**config.mk**
```make
export PLATFORM = sky130hd
export DESIGN_NAME = unique_key_linear_queue
export DESIGN_NICKNAME = d
export VERILOG_FILES = /design/src/rtl/uklq_pkg.sv /design/src/rtl/unique_key_linear_queue.sv
export SDC_FILE = /design/constraint.sdc
export NUM_CORES = 1
export LEC_CHECK = 0
export ABC_AREA = 1
export BUFFER_PORTS_ARGS = -buffer_cell sky130_fd_sc_hd__buf_2
export CAP_MARGIN = 20
export CORE_ASPECT_RATIO = 2
export CORE_UTILIZATION = 25
export CTS_CLUSTER_SIZE = 30
export DETAILED_ROUTE_END_ITERATION = 7
export PLACE_DENSITY_LB_ADDON = 0.3
export SLEW_MARGIN = 10
export SYNTH_ARGS = -nofsm -noshare
export SYNTH_HDL_FRONTEND = slang
export SYNTH_SLANG_ARGS = --single-unit
```
**constraint.sdc**
```tcl
create_clock -name clk_i -period 4.87 [get_ports clk_i]
set_input_delay 0.2435 -clock clk_i [delete_from_list [all_inputs] [get_ports clk_i]]
set_output_delay 0.2435 -clock clk_i [all_outputs]
set_load 0.02 [all_outputs]
```
**src/rtl/uklq_pkg.sv**
```systemverilog
package uklq_pkg;

  localparam int unsigned QueueDepthDefault = 8;
  localparam int unsigned KeyBytesDefault   = 8;

  localparam logic [1:0] OP_ENQUEUE = 2'd0;
  localparam logic [1:0] OP_DEQUEUE = 2'd1;
  localparam logic [1:0] OP_PEEK    = 2'd2;

  localparam logic [1:0] ST_OK    = 2'd0;
  localparam logic [1:0] ST_FULL  = 2'd1;
  localparam logic [1:0] ST_DUP   = 2'd2;
  localparam logic [1:0] ST_EMPTY = 2'd3;

  typedef struct packed {
    logic [1:0]  opcode;
    logic [63:0] key_in;
  } in_item_t;

  typedef struct packed {
    logic [63:0] key_out;
    logic [1:0]  status;
    logic [3:0]  occupancy;
  } out_item_t;

endpackage

```
**src/rtl/unique_key_linear_queue.sv**
```systemverilog
// Unique-key linear queue.
// Input channel (in_valid_i/in_ready_o, in_data_i) carries one item: an
// opcode (enqueue, dequeue, peek) and a key. Output channel (out_valid_o/
// out_ready_i, out_data_o) returns exactly one result item per input item:
// head key, status (ok, full, duplicate, empty) and occupancy afterwards.
// Items are handled one at a time; in_ready_o is high only while idle.
// Enqueue into a non-empty, non-full queue scans the held entries through
// the single read port of the entry store, one entry per cycle against one
// 64-bit comparator, and stops at the first match or after the last entry.
// Full, empty, first enqueue and unused opcodes go straight to the result
// register; dequeue and peek first take one store read of the head entry.
// The block is ready again as soon as the result is loaded.
// The result sits in an output register; if the receiver stalls, the block
// still accepts and works on the next item, and waits only to load its
// result until the held one is taken.
// Reset (rst_ni low, asynchronous) empties the queue and drops any pending
// result. Entry store contents are not cleared; the pointers keep stale
// slots from ever being used.
module unique_key_linear_queue
  import uklq_pkg::*;
#(
  parameter int unsigned QUEUE_DEPTH = QueueDepthDefault,
  parameter int unsigned KEY_BYTES   = KeyBytesDefault
) (
  input  logic      clk_i,
  input  logic      rst_ni,
  input  logic      in_valid_i,
  output logic      in_ready_o,
  input  in_item_t  in_data_i,
  output logic      out_valid_o,
  input  logic      out_ready_i,
  output out_item_t out_data_o
);

  localparam int unsigned PW = $clog2(QUEUE_DEPTH + 1);
  localparam int unsigned IW = (QUEUE_DEPTH > 1) ? $clog2(QUEUE_DEPTH) : 1;
  localparam logic [PW-1:0] DepthP = PW'(QUEUE_DEPTH);
  localparam logic [63:0] KeyMask = {64{1'b1}} >> (64 - 8 * KEY_BYTES);

  typedef enum logic [1:0] {
    S_IDLE,
    S_SCAN,
    S_HEAD,
    S_RESP
  } state_e;

  state_e      state_q;
  logic [PW-1:0] head_q, tail_q, scan_q;
  logic [1:0]  op_q;
  logic [63:0] key_q;
  logic        cmp_vld_q;
  logic [63:0] rd_q;
  logic [63:0] res_key_q;
  logic [1:0]  res_st_q;
  logic        out_valid_q;
  out_item_t   out_q;

  logic [63:0] mem_q [QUEUE_DEPTH];

  logic          in_fire;
  logic [63:0]   key_m;
  logic          issue, hit, scan_miss;
  logic          first_wr;
  logic          mem_we, mem_re;
  logic [IW-1:0] mem_wa, mem_ra;
  logic [63:0]   mem_wd;
  logic [PW-1:0] occ_w;
  logic [PW-1:0] head_nx;

  assign in_ready_o  = (state_q == S_IDLE);
  assign in_fire     = in_valid_i && in_ready_o;
  assign key_m       = in_data_i.key_in & KeyMask;
  assign issue       = (scan_q < tail_q);
  assign hit         = cmp_vld_q && (rd_q == key_q);
  assign scan_miss   = !issue && !hit;
  assign first_wr    = (in_data_i.opcode == OP_ENQUEUE) && (tail_q < DepthP)
                       && (head_q == tail_q);
  assign occ_w       = tail_q - head_q;
  assign head_nx     = head_q + PW'(1);
  assign out_valid_o = out_valid_q;
  assign out_data_o  = out_q;

  always_comb begin
    mem_we = 1'b0;
    mem_re = 1'b0;
    mem_wa = tail_q[IW-1:0];
    mem_wd = key_q;
    mem_ra = head_q[IW-1:0];
    case (state_q)
      S_IDLE: begin
        mem_we = in_fire && first_wr;
        mem_wd = key_m;
        mem_re = 1'b1;
      end
      S_SCAN: begin
        mem_we = scan_miss;
        mem_re = issue;
        mem_ra = scan_q[IW-1:0];
      end
      default: begin
        mem_we = 1'b0;
      end
    endcase
  end

  always_ff @(posedge clk_i) begin
    if (mem_we) begin
      mem_q[mem_wa] <= mem_wd;
    end
    if (mem_re) begin
      rd_q <= mem_q[mem_ra];
    end
  end

  always_ff @(posedge clk_i or negedge rst_ni) begin
    if (!rst_ni) begin
      state_q     <= S_IDLE;
      head_q      <= '0;
      tail_q      <= '0;
      scan_q      <= '0;
      op_q        <= OP_ENQUEUE;
      key_q       <= '0;
      cmp_vld_q   <= 1'b0;
      res_key_q   <= '0;
      res_st_q    <= ST_OK;
      out_valid_q <= 1'b0;
      out_q       <= '0;
    end else begin
      if (out_ready_i) begin
        out_valid_q <= 1'b0;
      end
      case (state_q)
        S_IDLE: begin
          if (in_fire) begin
            op_q      <= in_data_i.opcode;
            key_q     <= key_m;
            res_key_q <= '0;
            res_st_q  <= ST_OK;
            cmp_vld_q <= 1'b0;
            scan_q    <= head_q;
            state_q   <= S_RESP;
            case (in_data_i.opcode)
              OP_ENQUEUE: begin
                if (tail_q >= DepthP) begin
                  res_st_q <= ST_FULL;
                end else if (first_wr) begin
                  tail_q <= tail_q + PW'(1);
                end else begin
                  state_q <= S_SCAN;
                end
              end
              OP_DEQUEUE, OP_PEEK: begin
                if (head_q >= tail_q) begin
                  res_st_q <= ST_EMPTY;
                end else begin
                  state_q <= S_HEAD;
                end
              end
              default: begin
                res_st_q <= ST_OK;
              end
            endcase
          end
        end
        S_SCAN: begin
          cmp_vld_q <= issue;
          if (issue) begin
            scan_q <= scan_q + PW'(1);
          end
          if (hit) begin
            res_st_q <= ST_DUP;
            state_q  <= S_RESP;
          end else if (scan_miss) begin
            tail_q  <= tail_q + PW'(1);
            state_q <= S_RESP;
          end
        end
        S_HEAD: begin
          res_key_q <= rd_q;
          if (op_q == OP_DEQUEUE) begin
            if (head_nx == tail_q) begin
              head_q <= '0;
              tail_q <= '0;
            end else begin
              head_q <= head_nx;
            end
          end
          state_q <= S_RESP;
        end
        S_RESP: begin
          if (!out_valid_q || out_ready_i) begin
            out_valid_q     <= 1'b1;
            out_q.key_out   <= res_key_q;
            out_q.status    <= res_st_q;
            out_q.occupancy <= 4'(occ_w);
            state_q         <= S_IDLE;
          end
        end
        default: begin
          state_q <= S_IDLE;
        end
      endcase
    end
  end

  a_ptr_order: assert property (@(posedge clk_i) disable iff (!rst_ni)
    head_q <= tail_q)
    else $error("head pointer beyond tail pointer");

  a_tail_bound: assert property (@(posedge clk_i) disable iff (!rst_ni)
    tail_q <= DepthP)
    else $error("tail pointer beyond depth");

  a_busy_after_accept: assert property (@(posedge clk_i) disable iff (!rst_ni)
    in_fire |=> !in_ready_o)
    else $error("ready again straight after an accepted item");

  a_empty_occ: assert property (@(posedge clk_i) disable iff (!rst_ni)
    (out_valid_o && out_data_o.status == ST_EMPTY) |-> out_data_o.occupancy == 4'd0)
    else $error("empty status with non-zero occupancy");

endmodule

```
Word-level counts from Yosys, hierarchy flattened --
Memories as Yosys holds them, arrays and structs flattened. A register that Yosys moved wholly into a read port is not among the register bits. Cells that the tools add are included.
Storage, ports and cells: flip-flop bits (word level) 218, bits in latches 0, RAM bits 512, bits in read-only memories 0, input port bits 70, output and inout bits 72, logic and storage cells 109, memories kept 1
Operators by class: add/sub/neg operators 4, multiply operators 0, div/mod/pow operators 0, $lt $le $gt $ge 4, eq/ne operators 21, shift operators 0, mux-type cells 41, bitwise operators 0, reduce and logical (&&, ||, !) cells 25
Memory list:
- mem_q | words 8, bits a word 64, rd ports 1, clocked after memory_dff 1, write ports 1, line unique_key_linear_queue.sv:58 | logic [63:0] mem_q [QUEUE_DEPTH];
Operators by type and width (count):
- 2-to-1 mux 64 bit | 2
- one-hot mux 64 bit (2 select lines) | 1
- == test 64 bit | 1
- 2-to-1 mux 4 bit | 11
- 2-to-1 mux 2 bit | 9
- != test 2 bit, second input constant | 8
- adder 4 x 1 -> 4 bit, second input constant | 3
- one-hot mux 2 bit (2 select lines) | 3
- one-hot mux 4 bit (3 select lines) | 1
- AND reduction 2 bit | 5
- AND reduction 3 bit | 3
- AND reduction 9 bit | 1
- == test 4 bit | 2
- 2-to-1 mux 1 bit | 8
- one-hot mux 2 bit (4 select lines) | 1
- one-hot mux 4 bit (2 select lines) | 1
- == test 2 x 1 -> 1 bit, second input constant | 3
- == test 2 bit, second input constant | 3
- logical AND 1 bit | 6
- != test 2 x 1 -> 1 bit, second input constant | 3
- one-hot mux 1 bit (2 select lines) | 3
- >= comparator 4 bit | 1
- >= comparator 4 bit, second input constant | 1
- logical NOT 2 bit | 2
- other kinds (10) | 13

Logic depth before layout (Yosys ltp) --
Gate-level depths: netlist of the first run.
word-level depth 8, depth in mapped cells 13

Worst setup path before layout of the first run --
OpenSTA, ideal clock, no wires.
path kind register -> register, from reg state_q[0], to mem mem_q[0][0] (enable), library setup time 0.507 ns, data arrival time 4.776 ns, setup slack -0.413 ns, cell stages (with the launch flop) 9, buffers on the path 2, path through dfrtp_1 > inv_1 > ha_1 > clkbuf_1 > nand2_1 > inv_1 > buf_2 > nand3_1 > a21oi_1
On the way: cells in the longest elaborated chain, start to end 6, elaborated cells between the ends (all ways) 7, classes of those cells 1 x eq/ne; 3 x mux; 3 x reduce/logical
RTL lines:
- start, declared | line unique_key_linear_queue.sv:47 | state_e state_q;
- start signal, assigned | line unique_key_linear_queue.sv:117 | state_q <= S_IDLE;
- start signal, assigned | line unique_key_linear_queue.sv:141 | state_q <= S_RESP;
- start signal, assigned | line unique_key_linear_queue.sv:149 | state_q <= S_SCAN;
- logical NOT 2 bit * | line unique_key_linear_queue.sv:70 | assign in_ready_o = (state_q == S_IDLE);
- via in_ready_o | line unique_key_linear_queue.sv:28 | output logic in_ready_o,
- logical AND 1 bit | line unique_key_linear_queue.sv:71 | assign in_fire = in_valid_i && in_ready_o;
- logical AND 1 bit | line unique_key_linear_queue.sv:91 | mem_we = in_fire && first_wr;
- one-hot mux 1 bit (2 select lines) * | line unique_key_linear_queue.sv:89 | case (state_q)
- 2-to-1 mux 1 bit * | line unique_key_linear_queue.sv:107 | if (mem_we) begin
- 2-to-1 mux 1 bit (not written as such) * | line unique_key_linear_queue.sv:108 | mem_q[mem_wa] <= mem_wd;
- end, declared | line unique_key_linear_queue.sv:58
Mark *: on every way through the listed nets, which the timed path passes. The rest lies on a longest branch.

Worst setup path after layout of the first run --
from reg state_q[1], to reg rd_q[10] (read register of mem_q), data pin
On the way: cells in the longest elaborated chain, start to end 2, elaborated cells between the ends (all ways) 4, classes of those cells 1 x eq/ne; 2 x mux; 1 x reduce/logical
RTL lines:
- == test 2 x 1 -> 1 bit / logical NOT 2 bit (equally long branches) | line unique_key_linear_queue.sv:89
- one-hot mux 1 bit (2 select lines) / 2-to-1 mux 3 bit (equally long branches) | line unique_key_linear_queue.sv:89
- end, declared | line unique_key_linear_queue.sv:52 | logic [63:0] rd_q;
Several ways; a longest one is shown, not always the timed one. A chain may end at the register's enable or synchronous reset.

==> run summary, run 1 <==
The synthesized netlist net count was 2981; the area of placed instances was 35600 um^2. For this design the static power due to leakage is 0.0146 uW. Derived from the worst setup path, the maximum achievable clock frequency is 252 MHz. Entering global routing, the biggest net connects 173 pins.

The first detailed-routing pass took 5 iterations. The detailed-route via count was 22000; the actual slew at the worst max-slew pin was 1.08 ns. The tools report the total of endpoints with negative setup slack in the final report as 0. The path depth of the worst reg2reg path works out to 10. In this run the remaining antenna-violating nets after routing total 0. Buffers placed on the I/O ports in this run total 141. In this run the critical register-to-register path is launched from state_q[1]. After clock tree synthesis, the clock-pin slew on the worst setup and hold paths is 0.07 ns. At the worst endpoint, the arrival time is 4.38 ns.

Portion of total power attributed to combinational logic: 0.389. The run gives 27500 uW as the total power of the final layout. For the total overflow reported by the global router, the log shows 0. The number of antenna violations at the first check in global routing came out at 26. The worst setup path is of the reg -> reg kind. Chip width: 258 um. The per-cell routed wire length came out at 20.4 um.

The run gives 5.29 ns as the data required time of the worst path. The async set or reset register ratio after synthesis came out at 0.275. The number of gates given a new drive strength after cts was 0. The setup TNS is 0 ns. The post-DP HPWL was 61.2 mm. The fraction of layout cells with a size suffix above 1 is 0.125, and the final instance area is 38800 um^2.

The tools report the overall global routing resource usage as 0.149. The worst hold path belongs to the class in -> async. On the worst path, the slowest cell contributes a delay of 0.71 ns. Synthesis inferred 794 register bits.

The die covers 132000 um^2. TritonCTS built the clock tree. For this design, the sink count on the clock tree is 794.

Fill cells in the final layout number 13300. The switching fraction of total power works out to 0.401. For the part of the power in the clock network, the log shows 0.217. Setup repair after global routing left no endpoint under its margin. Critical path's slowest cell: sky130_fd_sc_hd__ha_1. In this design, the largest share of critical-path delay is due to buffers and inverters. The sequential fraction of the synthesis area is 0.695. The reg2reg setup slack was 0.91 ns.

Wires add up to 98.9 mm. In this run the power density over the cells is 708 nW/um^2. The count of different cell masters after synthesis was 30. IR analysis of the VDD net gives a maximum drop of 653 uV. After the first detailed-routing iteration, the DRC count stood at 1559.

The run finished with clean final reports. A synthesized cell averages 11.3 um^2. Number of enable-type register cells in the synthesized netlist: 576. For this run, the leading register cell type out of synthesis is sky130_fd_sc_hd__edfxtp_1. In the routed design, unresolved DRC markers number 0. The tools report the sequential cell fraction of total power as 0.394.

For the final-report max-slew violation count, the log shows 0. Mapped cell area: 32700 um^2. The number of max-cap violations came out at 0. The via count of the first global-routing pass was 21600.

The floorplan step set the die height to 514 um. The post-route fraction of the period consumed by the critical path was 0.814. Routability-driven placement finished with a final weighted congestion of 0.783.

The floorplan step defined a core boundary enclosing 130000 um^2. The number of synthesis warnings is 0. The signal on the critical path passes through inv_1, ha_1, inv_2, or2_4, o21ai_4, inv_6, buf_4, o21ai_0, o22ai_1, mux2_2. The worst register-to-register path ends at rd_q[10]. The tools report the initial core utilization as 0.252. The clock reaches the later pin of the worst-skew pair after 0.67 ns. The H-tree generated during clock tree synthesis spans 3 levels. Counting the buffers created by CTS gives 73. The worst setup path is captured at a register. During I/O placement, the number of pins put on the boundary was 142. Using the TritonRoute via totals, the vias-per-cell ratio works out to 4.55.

The tools report the beginning of the critical path as state_q[1]. The first global-routing pass estimated 145 mm of wire. The count of endpoints failing hold in the final timing report came out at 0.

Counting buffers and inverters, the worst setup path is 10 cells deep. The critical path startpoint category is a register. Along the worst path, the maximum fanout reaches 104. The internal power of the cells totals 16500 uW.

The analysis attributes to net switching a power of 11000 uW. For the headroom to the max-slew limit, the log shows 0.283. Relative to the synthesized area, the layout overhead comes to 18.5%. In this run the deepest clock path goes through 3 buffers. CTS placed an instance of sky130_fd_sc_hd__clkbuf_16 at the clock tree root. Together, buffers and inverters on the worst path number 4. The logs give 3159 for the net count reported at finish and 0.0323 ns for the worst clock skew. The number of core rows is 187, and the post-layout minimum cycle time is 3.96 ns. Synthesis produced 2893 cells. The critical path ends at rd_q[10].
==> logic make-up after synthesis <==
group / synth area share
AO/OA/AOI/OAI: 0.111
XOR/XNOR: 0.00348
adder cells (fa/ha/maj): 0.00711
buffers and inverters: 0.0483
flip-flops: 0.695
multiplexers: 0.0224
AND/OR/NAND/NOR: 0.112
==> cells in the mapped netlist, types with 14 or more instances <==
cell | instances | share of area
sky130_fd_sc_hd__clkbuf_1 | 90 | 0.010
sky130_fd_sc_hd__ha_1 | 17 | 0.0065
sky130_fd_sc_hd__mux2_2 | 65 | 0.022
sky130_fd_sc_hd__buf_2 | 49 | 0.0075
sky130_fd_sc_hd__nand3_1 | 93 | 0.014
sky130_fd_sc_hd__o21ai_0 | 493 | 0.075
sky130_fd_sc_hd__nand4_1 | 14 | 0.0027
sky130_fd_sc_hd__o21ai_1 | 41 | 0.0063
sky130_fd_sc_hd__dfrtp_1 | 218 | 0.17
sky130_fd_sc_hd__edfxtp_1 | 576 | 0.53
sky130_fd_sc_hd__a21oi_1 | 20 | 0.0031
sky130_fd_sc_hd__nand2_1 | 485 | 0.056
sky130_fd_sc_hd__o22ai_1 | 132 | 0.025
sky130_fd_sc_hd__inv_1 | 218 | 0.025
sky130_fd_sc_hd__nor2_1 | 337 | 0.039
==> power groups by stage <==
stage               clock, uW  sequential (uW)  combinational [uW]
finish                   5960            10800               10700
global route             6320            11000               11900
CTS                      6090            10800               10900
detailed placement          0            11000               10800
global placement            0            11000               10600
floorplan                   0            11000                6810
==> what timing repair did <==
item                                   CTS  global route
endpoints found under the hold margin  146             0
hold buffers                            68             0
setup endpoints to repair                0             0
setup buffers                            0             0
==> stage by stage <==
step                      instances  utilization  setup WS, ns  hold WS (ns)
final                          4839        0.299         0.908         0.146
after global routing           4838        0.299         0.638         0.142
after CTS                      4831        0.298         0.942        0.0920
after detailed placement       4628        0.274         0.949         0.363
after global placement         4628        0.274          1.09         0.366
after floorplan                2893            -        -0.413       -0.0521
==> worst min-delay path by stage <==
stage	to	cells after the start	slack, ns	startpoint
2_1_floorplan	cmp_vld_q	0	-0.05	rst_ni
3_3_place_gp	key_q[59]	1	0.37	rst_ni
3_5_place_dp	key_q[63]	1	0.36	rst_ni
4_1_cts	state_q[0]	5	0.09	in_valid_i
5_1_grt	state_q[1]	5	0.14	in_valid_i
6_report	res_key_q[57]	2	0.15	rst_ni
==> sequential cells by signal (all words and copies together), names as in the netlist <==
signal,flops
cmp_vld_q,1
head_q,4
state_q,2
res_key_q,64
key_q,64
mem_q,512
tail_q,4
out_data_o,70
out_valid_o,1
scan_q,4
res_st_q,2
op_q,2
rd_q,64
==> area by class of cell <==
cell class / instances / area (um^2) / share of cell area
Inverter: 221 / 841 / 0.0217
Clock inverter: 32 / 339 / 0.00875
Timing Repair Buffer: 261 / 2050 / 0.0529
Sequential cell: 794 / 22800 / 0.587
Tap cell: 1701 / 2130 / 0.0549
Antenna cell: 7 / 17.5 / 0.000452
Multi-Input combinational cell: 1720 / 8530 / 0.220
Clock buffer: 103 / 2110 / 0.0545
==> layout by cell type, fill, tap and decap left out, types with 21 or more instances in the layout <==
| cell type | count |
|---|---|
| sky130_fd_sc_hd__edfxtp_1 | 576 |
| sky130_fd_sc_hd__nor2_1 | 337 |
| sky130_fd_sc_hd__mux2_2 | 65 |
| sky130_fd_sc_hd__nand3_1 | 93 |
| sky130_fd_sc_hd__o21ai_1 | 40 |
| sky130_fd_sc_hd__o22ai_1 | 132 |
| sky130_fd_sc_hd__buf_2 | 140 |
| sky130_fd_sc_hd__o21ai_0 | 492 |
| sky130_fd_sc_hd__dlygate4sd3_1 | 68 |
| sky130_fd_sc_hd__buf_12 | 21 |
| sky130_fd_sc_hd__clkbuf_16 | 77 |
| sky130_fd_sc_hd__buf_4 | 30 |
| sky130_fd_sc_hd__nand2_1 | 484 |
| sky130_fd_sc_hd__dfrtp_1 | 218 |
| sky130_fd_sc_hd__inv_1 | 215 |
==> per-layer routing <==
layer  global-route usage  vias to the layer above  routed length (um)
met2                0.253                      532               48200
met1                0.189                    10900               42600
met3               0.0293                      145                5530
met4               0.0449                       34                2340
li1                     -                    10400                   -
met5                    0                        -                 214
(Power assumes the default switching activity.)
==> run 2, diff against run 1 <==
==> constraint.sdc (replaced) <==
create_clock -name clk_i -period 4.1 [get_ports clk_i]
set_input_delay 0.205 -clock clk_i [delete_from_list [all_inputs] [get_ports clk_i]]
set_output_delay 0.205 -clock clk_i [all_outputs]
set_load 0.02 [all_outputs]
==> run 2 against run 1 <==
Compared with the run above:
- critical path depth is 1 lower
- combinational power rose by 24%
- register-to-register slack lost 0.37 ns
- global-route usage grew 0.29 points
- die area is the same
- hold slack got worse by 0.019 ns
- non-clock buffer count grew 1
- clock skew fell by 0.0016 ns
- sequential cell count unchanged
- sequential power grew 18%
- via count up 1.7%
- wire length increased by 2.6%
- critical path type unchanged
==> run summary, run 2 (synthesis gave the netlist of run 1 again) <==
The clock-pin slew on the worst setup and hold paths is 0.07 ns, and the chip width is 258 um. Once the clock tree was built, the setup fixing pass inserted 0 buffers. STA classifies the critical path startpoint as a register. STA classifies the critical path endpoint as a register. The fraction of layout cells with a size suffix above 1 was 0.126; the number of max-cap violations was 0. The area inside the core boundary came out at 130000 um^2. The root cell of the clock tree was sky130_fd_sc_hd__clkbuf_16.

The clock tree synthesis step divided the H-tree into 3 levels. The number of core rows was 187; the maximum fanout along the worst path was 63. The library cell used most frequently in the layout, excluding fill and tap cells, is sky130_fd_sc_hd__edfxtp_1. The run gives 281 MHz as the upper clock frequency limit.

The cell leakage power is 0.0146 uW. The routed layout has 22400 vias. The number of antenna violations at the first check in global routing was 28.

The tools report the number of primary I/O pins as 142. The count of endpoints failing hold in the final timing report was 0. Once detail routing completed, the nets flagged for antenna violations numbered 0. The data required time of the worst path is 4.50 ns. The flow ran to the end, and the final reports show no timing, DRC or antenna violations. The largest net degree at the start of global routing was 139; the total of endpoints with negative setup slack in the final report was 0. The most congested layer reported by global routing is met2. The library cells used most frequently in the layout, excluding fill and tap cells, are sky130_fd_sc_hd__edfxtp_1, sky130_fd_sc_hd__o21ai_0, sky130_fd_sc_hd__nand2_1. The tools report the share of the core filled with cells as 0.298. The tools report the met1 layer usage reported by global route as 0.184. For this run, the detailed router's first-pass iteration total came to 5.

In this run the vertical extent of the chip is 514 um. The die covers 132000 um^2. The logs give 0.0311 for the global routing usage on met3 and 0.0307 ns for the worst clock skew. The number of buffers inserted by port buffering works out to 141. The clock passes through at most 3 buffers.

The sink count of the clock tree was 794. The tightest min-delay check is of the in -> async type. In this run, CTS created clock tree buffers numbering 72. After routing, the total negative slack on setup checks comes to 0 ns.

After the last flow step, the layout net total stands at 3159. The post-route fraction of the period consumed by the critical path was 0.868; the weighted congestion reported at the end of routability-driven placement was 0.800. mem_q holds more flip-flops than any other register.

TritonCTS built the clock tree. The via count of the first global-routing pass is 22000, and the number of flip-flops under the largest register name is 512. The worst path in the final design needs a cycle of 3.56 ns, including I/O delays and setup. After layout, the design draws a total of 33100 uW.

At the pin with the least slew margin, the transition time is 1.06 ns. The total overflow left after global routing is 0. Setup slack on the worst reg-to-reg path comes out at 0.54 ns. Hold repair after CTS inserted 68 buffers.

The headroom to the max-slew limit was 0.288; the detailed router's first-iteration violation count was 1595. The HPWL after detailed placement is 63.7 mm. Compared with the post-synthesis result, the final layout area differs by 18.4%.

The aggregate routed wire length was 101 mm. At the worst endpoint, the arrival time is 3.96 ns. The first global-routing pass estimated 148 mm of wire. In the final routed layout, each cell accounts on average for 21.0 um. In this run the power density over the cells is 853 nW/um^2.

Hold timing on the final database bottoms out at a slack of 0.127 ns. In the routed design, unresolved DRC markers number 0. By startpoint and endpoint, the worst setup path is classified as reg -> reg.

The met2 track demand over resource in global routing came out at 0.265. The final-report max-slew violation count is 0, and the overall global routing resource usage is 0.152. The terminus of the critical flop-to-flop path is rd_q[12]. The logs give 743 uV for the highest ir drop seen on vdd and 0.66 ns for the clock latency of the later-clocked register in the worst-skew pair. The tools report the start of the worst register-to-register path as state_q[1]. In the routed layout, each cell is associated on average with a via count of 4.63. Setup repair after global routing left no endpoint under its margin.

The run gives 0.252 as the initial core utilization. Measured in cells, the most critical reg-to-reg path has a length of 9. The number of gates given a new drive strength after cts was 0.
## run 2: power by group
part	internal, uW	total, uW	switching [uW]
logic	3840	13300	9470
clock network	3900	7000	3100
registers	11900	12700	846
## run 2: area by class of cell
| type | count | area (um^2) |
|---|---|---|
| diodes | 8 | 20.0 |
| inverters | 221 | 841 |
| clock buffers | 93 | 2030 |
| well taps | 1701 | 2130 |
| fillers | 13200 | 91100 |
| multi-input cells | 1720 | 8530 |
| flip-flops and latches | 794 | 22800 |
| repair buffers | 262 | 2070 |
| clock inverters | 39 | 374 |
## run 2: worst max-delay path by stage
stage	from	to
2_1_floorplan	state_q[0]	mem_q[0][0]
3_3_place_gp	state_q[1]	rd_q[57]
3_5_place_dp	state_q[1]	rd_q[57]
4_1_cts	state_q[1]	rd_q[57]
5_1_grt	state_q[1]	rd_q[35]
6_report	state_q[1]	rd_q[12]
## run 2: metal layers
metal / share of wire / routed length [um]
met1: 0.41 / 41600
met2: 0.50 / 50700
met3: 0.062 / 6300
met4: 0.026 / 2610
met5: 0.0026 / 261
## run 2: metrics by stage
stage / instance area (um^2) / setup WS [ns] / instances
after CTS: 38700 / 0.452 / 4828
after floorplan: 32700 / -1.18 / 2893
after detailed placement: 35600 / 0.477 / 4628
final: 38700 / 0.539 / 4838
after global placement: 35600 / 0.537 / 4626
after global routing: 38700 / 0.290 / 4838
## run 2: worst max-delay path, stage by stage (launching register included)
cell and delay (ns):
sky130_fd_sc_hd__dfrtp_1 0.42, sky130_fd_sc_hd__inv_1 0.12, sky130_fd_sc_hd__ha_1 0.83, sky130_fd_sc_hd__nor2_1 0.25, sky130_fd_sc_hd__a21oi_4 0.23, sky130_fd_sc_hd__clkinv_2 0.39
sky130_fd_sc_hd__buf_12 0.34, sky130_fd_sc_hd__o21ai_1 0.18, sky130_fd_sc_hd__o22ai_1 0.09, sky130_fd_sc_hd__mux2_2 0.32
